--- config.mk ---
export PLATFORM = sky130hd
export DESIGN_NAME = staleness_weighted_position_fusion_flat
export DESIGN_NICKNAME = d
export VERILOG_FILES = /design/src/design/swpf_pkg.sv /design/src/design/swpf_in_if.sv /design/src/design/swpf_out_if.sv /design/src/design/swpf_stale.sv /design/src/design/swpf_lane.sv /design/src/design/staleness_weighted_position_fusion.sv /design/src/flat_wrapper.sv
export SDC_FILE = /design/constraint.sdc
export NUM_CORES = 2
export LEC_CHECK = 0
export BUFFER_PORTS_ARGS = -buffer_cell sky130_fd_sc_hd__buf_2
export CAP_MARGIN = 20
export CORE_MARGIN = 2
export CORE_UTILIZATION = 54
export CTS_BUF_LIST = sky130_fd_sc_hd__clkbuf_4 sky130_fd_sc_hd__clkbuf_8
export DETAILED_ROUTE_END_ITERATION = 6
export PLACE_DENSITY = 0.72
export SETUP_SLACK_MARGIN = 0.5
export SLEW_MARGIN = 20
export SYNTH_ARGS = -nofsm -noshare
export SYNTH_HDL_FRONTEND = slang
export SYNTH_SLANG_ARGS = --single-unit
--- constraint.sdc ---
create_clock -name i_clk -period 31.3 [get_ports i_clk]
set_input_delay 6.26 -clock i_clk [delete_from_list [all_inputs] [get_ports i_clk]]
set_output_delay 6.26 -clock i_clk [all_outputs]
set_load 0.05 [all_outputs]
--- src/design/swpf_pkg.sv ---
// Package for the staleness-weighted position fusion block.
// Holds default widths, count constants and the divider lane control struct.
// No dependencies.
package swpf_pkg;

    localparam int SWPF_COORD_WIDTH = 32;
    localparam int SWPF_FRAC_BITS   = 16;
    localparam int SWPF_CNT_W       = 6;
    localparam int SWPF_PREV_INT    = 10000;

    typedef logic [SWPF_CNT_W-1:0] t_cnt;

    localparam t_cnt SWPF_CAP_RESET = 6'd31;

    typedef struct packed {
        logic load;
        logic prep;
        logic step;
        logic fin1;
        logic fin2;
    } t_lane_ctl;

endpackage

--- src/design/swpf_in_if.sv ---
// Input channel of the fusion block: radar and laser position per item.
// Depends on nothing; width set by COORD_WIDTH.
interface swpf_in_if #(
    parameter int COORD_WIDTH = 32
);
    logic                          valid;
    logic                          ready;
    logic signed [COORD_WIDTH-1:0] radar_x;
    logic signed [COORD_WIDTH-1:0] radar_y;
    logic signed [COORD_WIDTH-1:0] laser_x;
    logic signed [COORD_WIDTH-1:0] laser_y;

    modport source (output valid, output radar_x, output radar_y, output laser_x,
                    output laser_y, input ready);
    modport sink   (input valid, input radar_x, input radar_y, input laser_x,
                    input laser_y, output ready);
endinterface

--- src/design/swpf_out_if.sv ---
// Output channel of the fusion block: fused and switched positions, counts.
// Depends on nothing; width set by COORD_WIDTH.
interface swpf_out_if #(
    parameter int COORD_WIDTH = 32
);
    logic                          valid;
    logic                          ready;
    logic signed [COORD_WIDTH-1:0] fused_x;
    logic signed [COORD_WIDTH-1:0] fused_y;
    logic signed [COORD_WIDTH-1:0] switched_x;
    logic signed [COORD_WIDTH-1:0] switched_y;
    logic        [5:0]             radar_stale;
    logic        [5:0]             laser_stale;

    modport source (output valid, output fused_x, output fused_y, output switched_x,
                    output switched_y, output radar_stale, output laser_stale,
                    input ready);
    modport sink   (input valid, input fused_x, input fused_y, input switched_x,
                    input switched_y, input radar_stale, input laser_stale,
                    output ready);
endinterface

--- src/design/swpf_stale.sv ---
// Repeat tracker: previous positions, saturating repeat counts, cap register.
// Depends on swpf_pkg.
module swpf_stale
    import swpf_pkg::*;
#(
    parameter int COORD_WIDTH = SWPF_COORD_WIDTH,
    parameter int FRAC_BITS   = SWPF_FRAC_BITS
) (
    input  logic                   i_clk,
    input  logic                   i_rst_n,
    input  logic                   i_cfg_we,
    input  t_cnt                   i_cfg_wdata,
    input  logic                   i_upd,
    input  logic [COORD_WIDTH-1:0] i_rx,
    input  logic [COORD_WIDTH-1:0] i_ry,
    input  logic [COORD_WIDTH-1:0] i_lx,
    input  logic [COORD_WIDTH-1:0] i_ly,
    output t_cnt                   o_radar_cnt,
    output t_cnt                   o_laser_cnt
);

    localparam logic [COORD_WIDTH-1:0] PREV_RST =
        COORD_WIDTH'(64'(SWPF_PREV_INT) << FRAC_BITS);

    logic [COORD_WIDTH-1:0] r_prx, r_pry, r_plx, r_ply;
    t_cnt                   r_cap, r_rc, r_lc;
    t_cnt                   n_rc, n_lc;
    logic                   rep_r, rep_l;

    always_comb begin
        rep_r = (i_rx == r_prx) && (i_ry == r_pry);
        rep_l = (i_lx == r_plx) && (i_ly == r_ply);
        if (!rep_r) begin
            n_rc = '0;
        end else if (r_rc >= r_cap) begin
            n_rc = r_cap;
        end else begin
            n_rc = r_rc + t_cnt'(1);
        end
        if (!rep_l) begin
            n_lc = '0;
        end else if (r_lc >= r_cap) begin
            n_lc = r_cap;
        end else begin
            n_lc = r_lc + t_cnt'(1);
        end
    end

    always_ff @(posedge i_clk) begin
        if (!i_rst_n) begin
            r_cap <= SWPF_CAP_RESET;
            r_rc  <= '0;
            r_lc  <= '0;
            r_prx <= PREV_RST;
            r_pry <= PREV_RST;
            r_plx <= PREV_RST;
            r_ply <= PREV_RST;
        end else begin
            if (i_cfg_we) begin
                r_cap <= i_cfg_wdata;
            end
            if (i_upd) begin
                r_rc  <= n_rc;
                r_lc  <= n_lc;
                r_prx <= i_rx;
                r_pry <= i_ry;
                r_plx <= i_lx;
                r_ply <= i_ly;
            end
        end
    end

    assign o_radar_cnt = r_rc;
    assign o_laser_cnt = r_lc;

endmodule

--- src/design/swpf_lane.sv ---
// One coordinate lane: weighted mean by a bit-serial restoring divider.
// Depends on swpf_pkg; sequenced by the top level through t_lane_ctl.
module swpf_lane
    import swpf_pkg::*;
#(
    parameter int COORD_WIDTH = SWPF_COORD_WIDTH
) (
    input  logic                   i_clk,
    input  t_lane_ctl              i_ctl,
    input  logic [COORD_WIDTH-1:0] i_fresh,
    input  logic [COORD_WIDTH-1:0] i_stale,
    input  t_cnt                   i_d,
    output logic [COORD_WIDTH-1:0] o_result
);

    localparam int CW = COORD_WIDTH;
    localparam int NW = CW + 1;
    localparam int DW = CW + 3;
    localparam int QW = CW + 2;
    localparam int SW = $clog2(DW);

    logic [CW-1:0] r_fresh, r_res;
    logic [NW-1:0] r_diff, r_nq;
    logic [DW-1:0] r_den, r_rem;
    logic [QW-1:0] r_s;
    logic          r_neg, r_nz;

    logic [SW-1:0] dc;
    logic [DW-1:0] n_den;
    logic [NW-1:0] n_diff;
    logic [DW:0]   sh, sub;
    logic          ge;
    logic [QW-1:0] fresh_q, n_s;

    always_comb begin
        dc      = (int'(i_d) > CW + 2) ? SW'(CW + 2) : i_d[SW-1:0];
        n_den   = (DW'(1) << dc) + DW'(1);
        n_diff  = {i_stale[CW-1], i_stale} - {i_fresh[CW-1], i_fresh};
        sh      = {r_rem, r_nq[NW-1]};
        sub     = sh - {1'b0, r_den};
        ge      = sh >= {1'b0, r_den};
        fresh_q = {{2{r_fresh[CW-1]}}, r_fresh};
        if (r_neg) begin
            n_s = fresh_q + ~{1'b0, r_nq} + QW'(!(|r_rem));
        end else begin
            n_s = fresh_q + {1'b0, r_nq};
        end
    end

    always_ff @(posedge i_clk) begin
        if (i_ctl.load) begin
            r_fresh <= i_fresh;
            r_diff  <= n_diff;
            r_den   <= n_den;
        end
        if (i_ctl.prep) begin
            r_neg <= r_diff[NW-1];
            r_nq  <= r_diff[NW-1] ? (NW'(0) - r_diff) : r_diff;
            r_rem <= '0;
        end
        if (i_ctl.step) begin
            r_rem <= ge ? sub[DW-1:0] : sh[DW-1:0];
            r_nq  <= {r_nq[NW-2:0], ge};
        end
        if (i_ctl.fin1) begin
            r_s  <= n_s;
            r_nz <= |r_rem;
        end
        if (i_ctl.fin2) begin
            r_res <= (r_s[QW-1] && r_nz) ? CW'(r_s + QW'(1)) : r_s[CW-1:0];
        end
    end

    assign o_result = r_res;

endmodule

--- src/design/staleness_weighted_position_fusion.sv ---
// Staleness-weighted radar/laser position fusion, one item at a time.
// A new item is accepted only in the idle state, after the last result has moved
// to the output register; the divider lanes produce one quotient bit per cycle.
// Result waits in an output register.
// Reset (synchronous, active low): cap 31, counts 0, previous positions 10000.0.
module staleness_weighted_position_fusion
    import swpf_pkg::*;
#(
    parameter int COORD_WIDTH = SWPF_COORD_WIDTH,
    parameter int FRAC_BITS   = SWPF_FRAC_BITS
) (
    input  logic        i_clk,
    input  logic        i_rst_n,
    input  logic        i_cfg_we,
    input  logic [5:0]  i_cfg_wdata,
    swpf_in_if.sink     i_in,
    swpf_out_if.source  o_out
);

    localparam int CW = COORD_WIDTH;
    localparam int NW = CW + 1;
    localparam int BW = $clog2(NW);

    localparam logic [2:0] S_IDLE = 3'd0;
    localparam logic [2:0] S_LOAD = 3'd1;
    localparam logic [2:0] S_PREP = 3'd2;
    localparam logic [2:0] S_DIV  = 3'd3;
    localparam logic [2:0] S_FIN1 = 3'd4;
    localparam logic [2:0] S_FIN2 = 3'd5;
    localparam logic [2:0] S_OUT  = 3'd6;

    logic [2:0]    r_state, n_state;
    logic [BW-1:0] r_bit;
    logic [CW-1:0] r_rx, r_ry, r_lx, r_ly, r_swx, r_swy;
    logic [CW-1:0] r_fx, r_fy, r_osx, r_osy;
    t_cnt          r_ors, r_ols;
    logic          r_ovalid;

    logic          acc, load_out;
    t_cnt          rc, lc, d;
    logic          radar_le;
    t_lane_ctl     ctl;
    logic [CW-1:0] fx, fy, fr_x, fr_y, st_x, st_y;

    assign acc      = i_in.valid && i_in.ready;
    assign load_out = (r_state == S_OUT) && (!r_ovalid || o_out.ready);

    swpf_stale #(
        .COORD_WIDTH (COORD_WIDTH),
        .FRAC_BITS   (FRAC_BITS)
    ) u_stale (
        .i_clk       (i_clk),
        .i_rst_n     (i_rst_n),
        .i_cfg_we    (i_cfg_we),
        .i_cfg_wdata (i_cfg_wdata),
        .i_upd       (acc),
        .i_rx        (i_in.radar_x),
        .i_ry        (i_in.radar_y),
        .i_lx        (i_in.laser_x),
        .i_ly        (i_in.laser_y),
        .o_radar_cnt (rc),
        .o_laser_cnt (lc)
    );

    always_comb begin
        radar_le = rc <= lc;
        d        = radar_le ? (lc - rc) : (rc - lc);
        fr_x     = radar_le ? r_rx : r_lx;
        fr_y     = radar_le ? r_ry : r_ly;
        st_x     = radar_le ? r_lx : r_rx;
        st_y     = radar_le ? r_ly : r_ry;
        ctl.load = r_state == S_LOAD;
        ctl.prep = r_state == S_PREP;
        ctl.step = r_state == S_DIV;
        ctl.fin1 = r_state == S_FIN1;
        ctl.fin2 = r_state == S_FIN2;
    end

    swpf_lane #(.COORD_WIDTH (COORD_WIDTH)) u_lane_x (
        .i_clk    (i_clk),
        .i_ctl    (ctl),
        .i_fresh  (fr_x),
        .i_stale  (st_x),
        .i_d      (d),
        .o_result (fx)
    );

    swpf_lane #(.COORD_WIDTH (COORD_WIDTH)) u_lane_y (
        .i_clk    (i_clk),
        .i_ctl    (ctl),
        .i_fresh  (fr_y),
        .i_stale  (st_y),
        .i_d      (d),
        .o_result (fy)
    );

    always_comb begin
        n_state = r_state;
        case (r_state)
            S_IDLE:  if (acc) n_state = S_LOAD;
            S_LOAD:  n_state = S_PREP;
            S_PREP:  n_state = S_DIV;
            S_DIV:   if (r_bit == BW'(NW - 1)) n_state = S_FIN1;
            S_FIN1:  n_state = S_FIN2;
            S_FIN2:  n_state = S_OUT;
            S_OUT:   if (load_out) n_state = S_IDLE;
            default: n_state = S_IDLE;
        endcase
    end

    always_ff @(posedge i_clk) begin
        if (!i_rst_n) begin
            r_state  <= S_IDLE;
            r_bit    <= '0;
            r_ovalid <= 1'b0;
        end else begin
            r_state <= n_state;
            if (r_state == S_DIV) begin
                r_bit <= r_bit + BW'(1);
            end else begin
                r_bit <= '0;
            end
            if (load_out) begin
                r_ovalid <= 1'b1;
            end else if (o_out.ready) begin
                r_ovalid <= 1'b0;
            end
        end
    end

    always_ff @(posedge i_clk) begin
        if (acc) begin
            r_rx <= i_in.radar_x;
            r_ry <= i_in.radar_y;
            r_lx <= i_in.laser_x;
            r_ly <= i_in.laser_y;
        end
        if (r_state == S_LOAD) begin
            r_swx <= (rc < lc) ? r_rx : r_lx;
            r_swy <= (rc < lc) ? r_ry : r_ly;
        end
        if (load_out) begin
            r_fx  <= fx;
            r_fy  <= fy;
            r_osx <= r_swx;
            r_osy <= r_swy;
            r_ors <= rc;
            r_ols <= lc;
        end
    end

    assign i_in.ready        = r_state == S_IDLE;
    assign o_out.valid       = r_ovalid;
    assign o_out.fused_x     = r_fx;
    assign o_out.fused_y     = r_fy;
    assign o_out.switched_x  = r_osx;
    assign o_out.switched_y  = r_osy;
    assign o_out.radar_stale = r_ors;
    assign o_out.laser_stale = r_ols;

    a_one_item: assert property (@(posedge i_clk) disable iff (!i_rst_n)
        acc |=> !i_in.ready)
        else $error("item accepted while another is in flight");

    a_div_len: assert property (@(posedge i_clk) disable iff (!i_rst_n)
        (r_state == S_DIV) |-> (r_bit < BW'(NW)))
        else $error("divider ran past its quotient width");

    a_rose_src: assert property (@(posedge i_clk) disable iff (!i_rst_n)
        $rose(o_out.valid) |-> ($past(r_state) == S_OUT))
        else $error("result shown without finishing an item");

    a_between: assert property (@(posedge i_clk) disable iff (!i_rst_n)
        $rose(o_out.valid) |->
            ((($signed(r_fx) >= $signed(r_rx)) && ($signed(r_fx) <= $signed(r_lx))) ||
             (($signed(r_fx) >= $signed(r_lx)) && ($signed(r_fx) <= $signed(r_rx)))))
        else $error("fused x outside the two sensor positions");

endmodule

--- src/flat_wrapper.sv ---
// flat-port wrapper written by rule: the top's interface ports become plain ports
module staleness_weighted_position_fusion_flat import swpf_pkg::*;
#(
    parameter int COORD_WIDTH = SWPF_COORD_WIDTH,
    parameter int FRAC_BITS   = SWPF_FRAC_BITS
)
  (i_clk, i_rst_n, i_cfg_we, i_cfg_wdata, i_in_valid, i_in_radar_x, i_in_radar_y, i_in_laser_x, i_in_laser_y, i_in_ready, o_out_valid, o_out_fused_x, o_out_fused_y, o_out_switched_x, o_out_switched_y, o_out_radar_stale, o_out_laser_stale, o_out_ready);
  swpf_in_if #(.COORD_WIDTH(COORD_WIDTH)) i_in_i ();
  swpf_out_if #(.COORD_WIDTH(COORD_WIDTH)) o_out_i ();
  input  logic i_clk;
  input  logic i_rst_n;
  input  logic i_cfg_we;
  input  logic [5:0] i_cfg_wdata;
  input wire logic [$bits(i_in_i.valid)-1:0] i_in_valid;
  input wire logic [$bits(i_in_i.radar_x)-1:0] i_in_radar_x;
  input wire logic [$bits(i_in_i.radar_y)-1:0] i_in_radar_y;
  input wire logic [$bits(i_in_i.laser_x)-1:0] i_in_laser_x;
  input wire logic [$bits(i_in_i.laser_y)-1:0] i_in_laser_y;
  output wire logic [$bits(i_in_i.ready)-1:0] i_in_ready;
  output wire logic [$bits(o_out_i.valid)-1:0] o_out_valid;
  output wire logic [$bits(o_out_i.fused_x)-1:0] o_out_fused_x;
  output wire logic [$bits(o_out_i.fused_y)-1:0] o_out_fused_y;
  output wire logic [$bits(o_out_i.switched_x)-1:0] o_out_switched_x;
  output wire logic [$bits(o_out_i.switched_y)-1:0] o_out_switched_y;
  output wire logic [$bits(o_out_i.radar_stale)-1:0] o_out_radar_stale;
  output wire logic [$bits(o_out_i.laser_stale)-1:0] o_out_laser_stale;
  input wire logic [$bits(o_out_i.ready)-1:0] o_out_ready;
  assign i_in_i.valid = i_in_valid;
  assign i_in_i.radar_x = i_in_radar_x;
  assign i_in_i.radar_y = i_in_radar_y;
  assign i_in_i.laser_x = i_in_laser_x;
  assign i_in_i.laser_y = i_in_laser_y;
  assign i_in_ready = i_in_i.ready;
  assign o_out_valid = o_out_i.valid;
  assign o_out_fused_x = o_out_i.fused_x;
  assign o_out_fused_y = o_out_i.fused_y;
  assign o_out_switched_x = o_out_i.switched_x;
  assign o_out_switched_y = o_out_i.switched_y;
  assign o_out_radar_stale = o_out_i.radar_stale;
  assign o_out_laser_stale = o_out_i.laser_stale;
  assign o_out_i.ready = o_out_ready;
  staleness_weighted_position_fusion #(.COORD_WIDTH(COORD_WIDTH), .FRAC_BITS(FRAC_BITS)) u_core (.i_clk(i_clk), .i_rst_n(i_rst_n), .i_cfg_we(i_cfg_we), .i_cfg_wdata(i_cfg_wdata), .i_in(i_in_i), .o_out(o_out_i));
endmodule
==> key figures <==
GRT
  • Vias in the first global route: between 30000 and 40000
  • First-pass GRT wire length: just over 200 mm
  • Antenna violations before repair: 24
  • Tot GR Track Use: between 20% and 30%
  • Total global routing overflow: 0
  • Largest net degree at the start of global routing: 190

Die
  • Die Ht: 315 um
  • Initial core utilization: a little over half
  • IO Pins: approximately 280
  • Die ar.: around 99000 um^2
  • FP Rows: 114
  • Die Wd: between 300 and 400 um
  • Core box area: slightly below 100000 um^2

Route
  • DRC errors left: 0
  • Iteration-0 DRC Markers: between 3000 and 4000
  • Final ANT Viol Nets: 0
  • Via density: around 5.7
  • WL per Instance: between 15 and 20 um
  • Routed via count: between 30000 and 40000
  • Final Routed Wirelength: 136 mm
  • Drt pass-1 iters: 6

STA
  • Final Hold Viols: 0
  • RSZ-0062 raised after global routing: false
  • Slew Viols, Final: 0
  • Tmin final: ~8400 ps
  • Fin crit share: around 27%
  • Final setup TNS: 0 ps
  • Clk_skew: ~65 ps
  • # setup viols final: 0
  • Maximum clock rate: 119 MHz
  • Rel. slew slack: 25.1%
  • Worst-margin pin slew: about 1100 ps

Setup path
  • Crit-path max FO: 13
  • Reg2reg path depth: 21
  • Worst Setup End Kind: output port
  • Crit Path Class: reg2out
  • CP startpoint kind: flop
  • Crit path DAT: 2170 ps
  • Data required, critical path: 25040 ps
  • R2R Setup Slk: 26020 ps

Finish
  • Share of layout cells above drive strength 1: between 10% and 20%
  • Most common cell after layout, fill and taps aside: edfxtp_1
  • Nets: 5807
  • Leading cell types in the layout, fill and taps excluded: 767 x edfxtp_1, 695 x nand2_1, 380 x nor2_1, 336 x o21ai_0, 280 x a21oi_1
  • P&R area growth vs syn: 10.7%
  • Fill cells: slightly above 8000

Clocking
  • # hold bufs at CTS: 0
  • Clock latency on the worst-skew pair: just under 900 ps
  • Clk buf depth: 3
  • Root Buffer: clkbuf_8
  • Clock sink count: between 900 and 1000
  • Post-CTS setup buffers: 0
  • Reg clk slew, reported paths: approximately 80 ps
  • CTS tree: yes
  • Htree depth: 4
  • Total CTS buffers: between 150 and 200
  • Post_cts resized: 0

Synthesis
  • EDFF count, synth: about 770
  • Seq cells post-synth: 923
  • Post-Syn Instances: 5169
  • Register area share after synthesis: 50.0%
  • Main synth FF type: edfxtp_1
  • Async SR Flop Fraction: 0%
  • Yosys warnings: 0
  • Mapped Area: around 52000 um^2
  • Synth unique cells: between 90 and 100
  • Post-Syn Nets: ~5600
  • Post-Syn Area per Cell: 10.1 um^2

Pwr
  • Leakage: about 22 nW
  • Power density cells: 54.1 nW/um^2
  • Max VDD drop: between 0.00004 and 0.00005 V
  • Total power: ~3.1 mW

Min path
  • WHS Path Cells: 0
  • HP Class: reg2reg

Placement
  • HPWL Detailed: between 100 and 150 mm
  • Placer Congestion: 0.933
  • Port-buffer cells: 280

Outcome
  • Outcome: finished, final reports clean

Job
  • Max-capacitance violation count: 0
-- where the power goes --
part / internal [mW] / switching [mW]
clock: 0.595 / 0.502
sequential: 1.42 / 0.0660
combinational: 0.210 / 0.337
-- synthesized netlist by cell type (all sizes together), types with 12 or more instances --
cell type,n,share of area [%]
o41ai,14,0.25
nor2,382,2.7
or4,14,0.20
a21o,81,1.2
a21oi,281,2.7
o21a,21,0.30
mux2,26,0.56
nand2,698,5.0
o21ai,350,3.4
clkbuf,171,1.2
a31oi,25,0.31
nor2b,84,1.0
maj3,97,1.9
or3,19,0.23
and3,40,0.48
xnor2,272,4.6
ha,236,5.6
o211ai,19,0.30
nor3,76,0.76
o31a,12,0.20
nand2b,70,0.84
mux2i,44,0.84
inv,280,2.0
a21boi,120,1.7
nor4,57,0.69
o22ai,22,0.27
buf,39,0.40
edfxtp,767,44
a211oi,29,0.44
nand4,56,0.67
or2,21,0.25
a221oi,13,0.24
dfxtp,156,6.0
xor2,199,3.3
and2,38,0.46
o31ai,35,0.51
o21bai,35,0.51
nand3,127,1.2
-- layout make-up --
type	instances	area, um^2	share of cell area [%]
Antenna cell	10	25.0	0.0432
Multi-Input combinational cell	3755	24300	42.0
Tap cell	1276	1600	2.76
Clock inverter	76	628	1.08
Timing Repair Buffer	307	1630	2.81
Inverter	281	1060	1.83
Clock buffer	200	2510	4.33
Sequential cell	923	26200	45.2
-- worst max-delay path, cell delays in order (launching register included) --
cell,delay [ps]
dfxtp_1,520
nor3_1,450
buf_2,340
-- final timing paths --
path / from / to
max: u_core.r_state[0] / i_in_ready
min: u_core.r_swy[8] / u_core.o_out.switched_y[8]
max reg2reg: u_core.u_stale.o_radar_cnt[0] / u_core.u_lane_y.r_diff[32]
min reg2reg: u_core.r_swy[8] / u_core.o_out.switched_y[8]
-- per-stage QoR --
step | utilization [%] | cells | hold WS, ps | setup slack, ps | instance area [um^2]
after floorplan | - | 5169 | 400 | 14690 | 52300
after global placement | 56.8 | 6542 | 401 | 22050 | 54800
after detailed placement | 56.8 | 6542 | 405 | 21990 | 54800
after CTS | 60.0 | 6818 | 388 | 22820 | 57900
after global routing | 60.1 | 6824 | 412 | 22760 | 57900
final | 60.1 | 6828 | 406 | 22870 | 57900
-- layer usage --
layer	share of wire (%)	track usage [%]
met1	47	40.9
met3	8.7	5.69
met4	2.4	7.80
met5	0.14	0
met2	42	38.1
-- sequential cells by signal, summed over array words and instances, names as in the netlist, 33 cells and up --
register	cells
u_core.u_lane_y.r_rem	35
u_core.u_lane_x.r_s	33
u_core.u_lane_x.r_den	35
u_core.u_lane_x.r_nq	33
u_core.u_lane_y.r_nq	33
u_core.u_lane_y.r_diff	33
u_core.u_lane_x.r_diff	33
u_core.u_lane_y.r_s	33
u_core.u_lane_x.r_rem	35
-- cells by family after synthesis --
kind of cell | Yosys count | synth area share, %
adder cells (fa/ha/maj) | 343 | 7.88
flip-flops | 923 | 50.0
AND/OR/NAND/NOR | 1715 | 15.1
buffers and inverters | 491 | 3.65
XOR/XNOR | 471 | 7.88
multiplexers | 70 | 1.40
AO/OA/AOI/OAI | 1156 | 14.1
No activity file was read; power rests on OpenSTA's default activity.
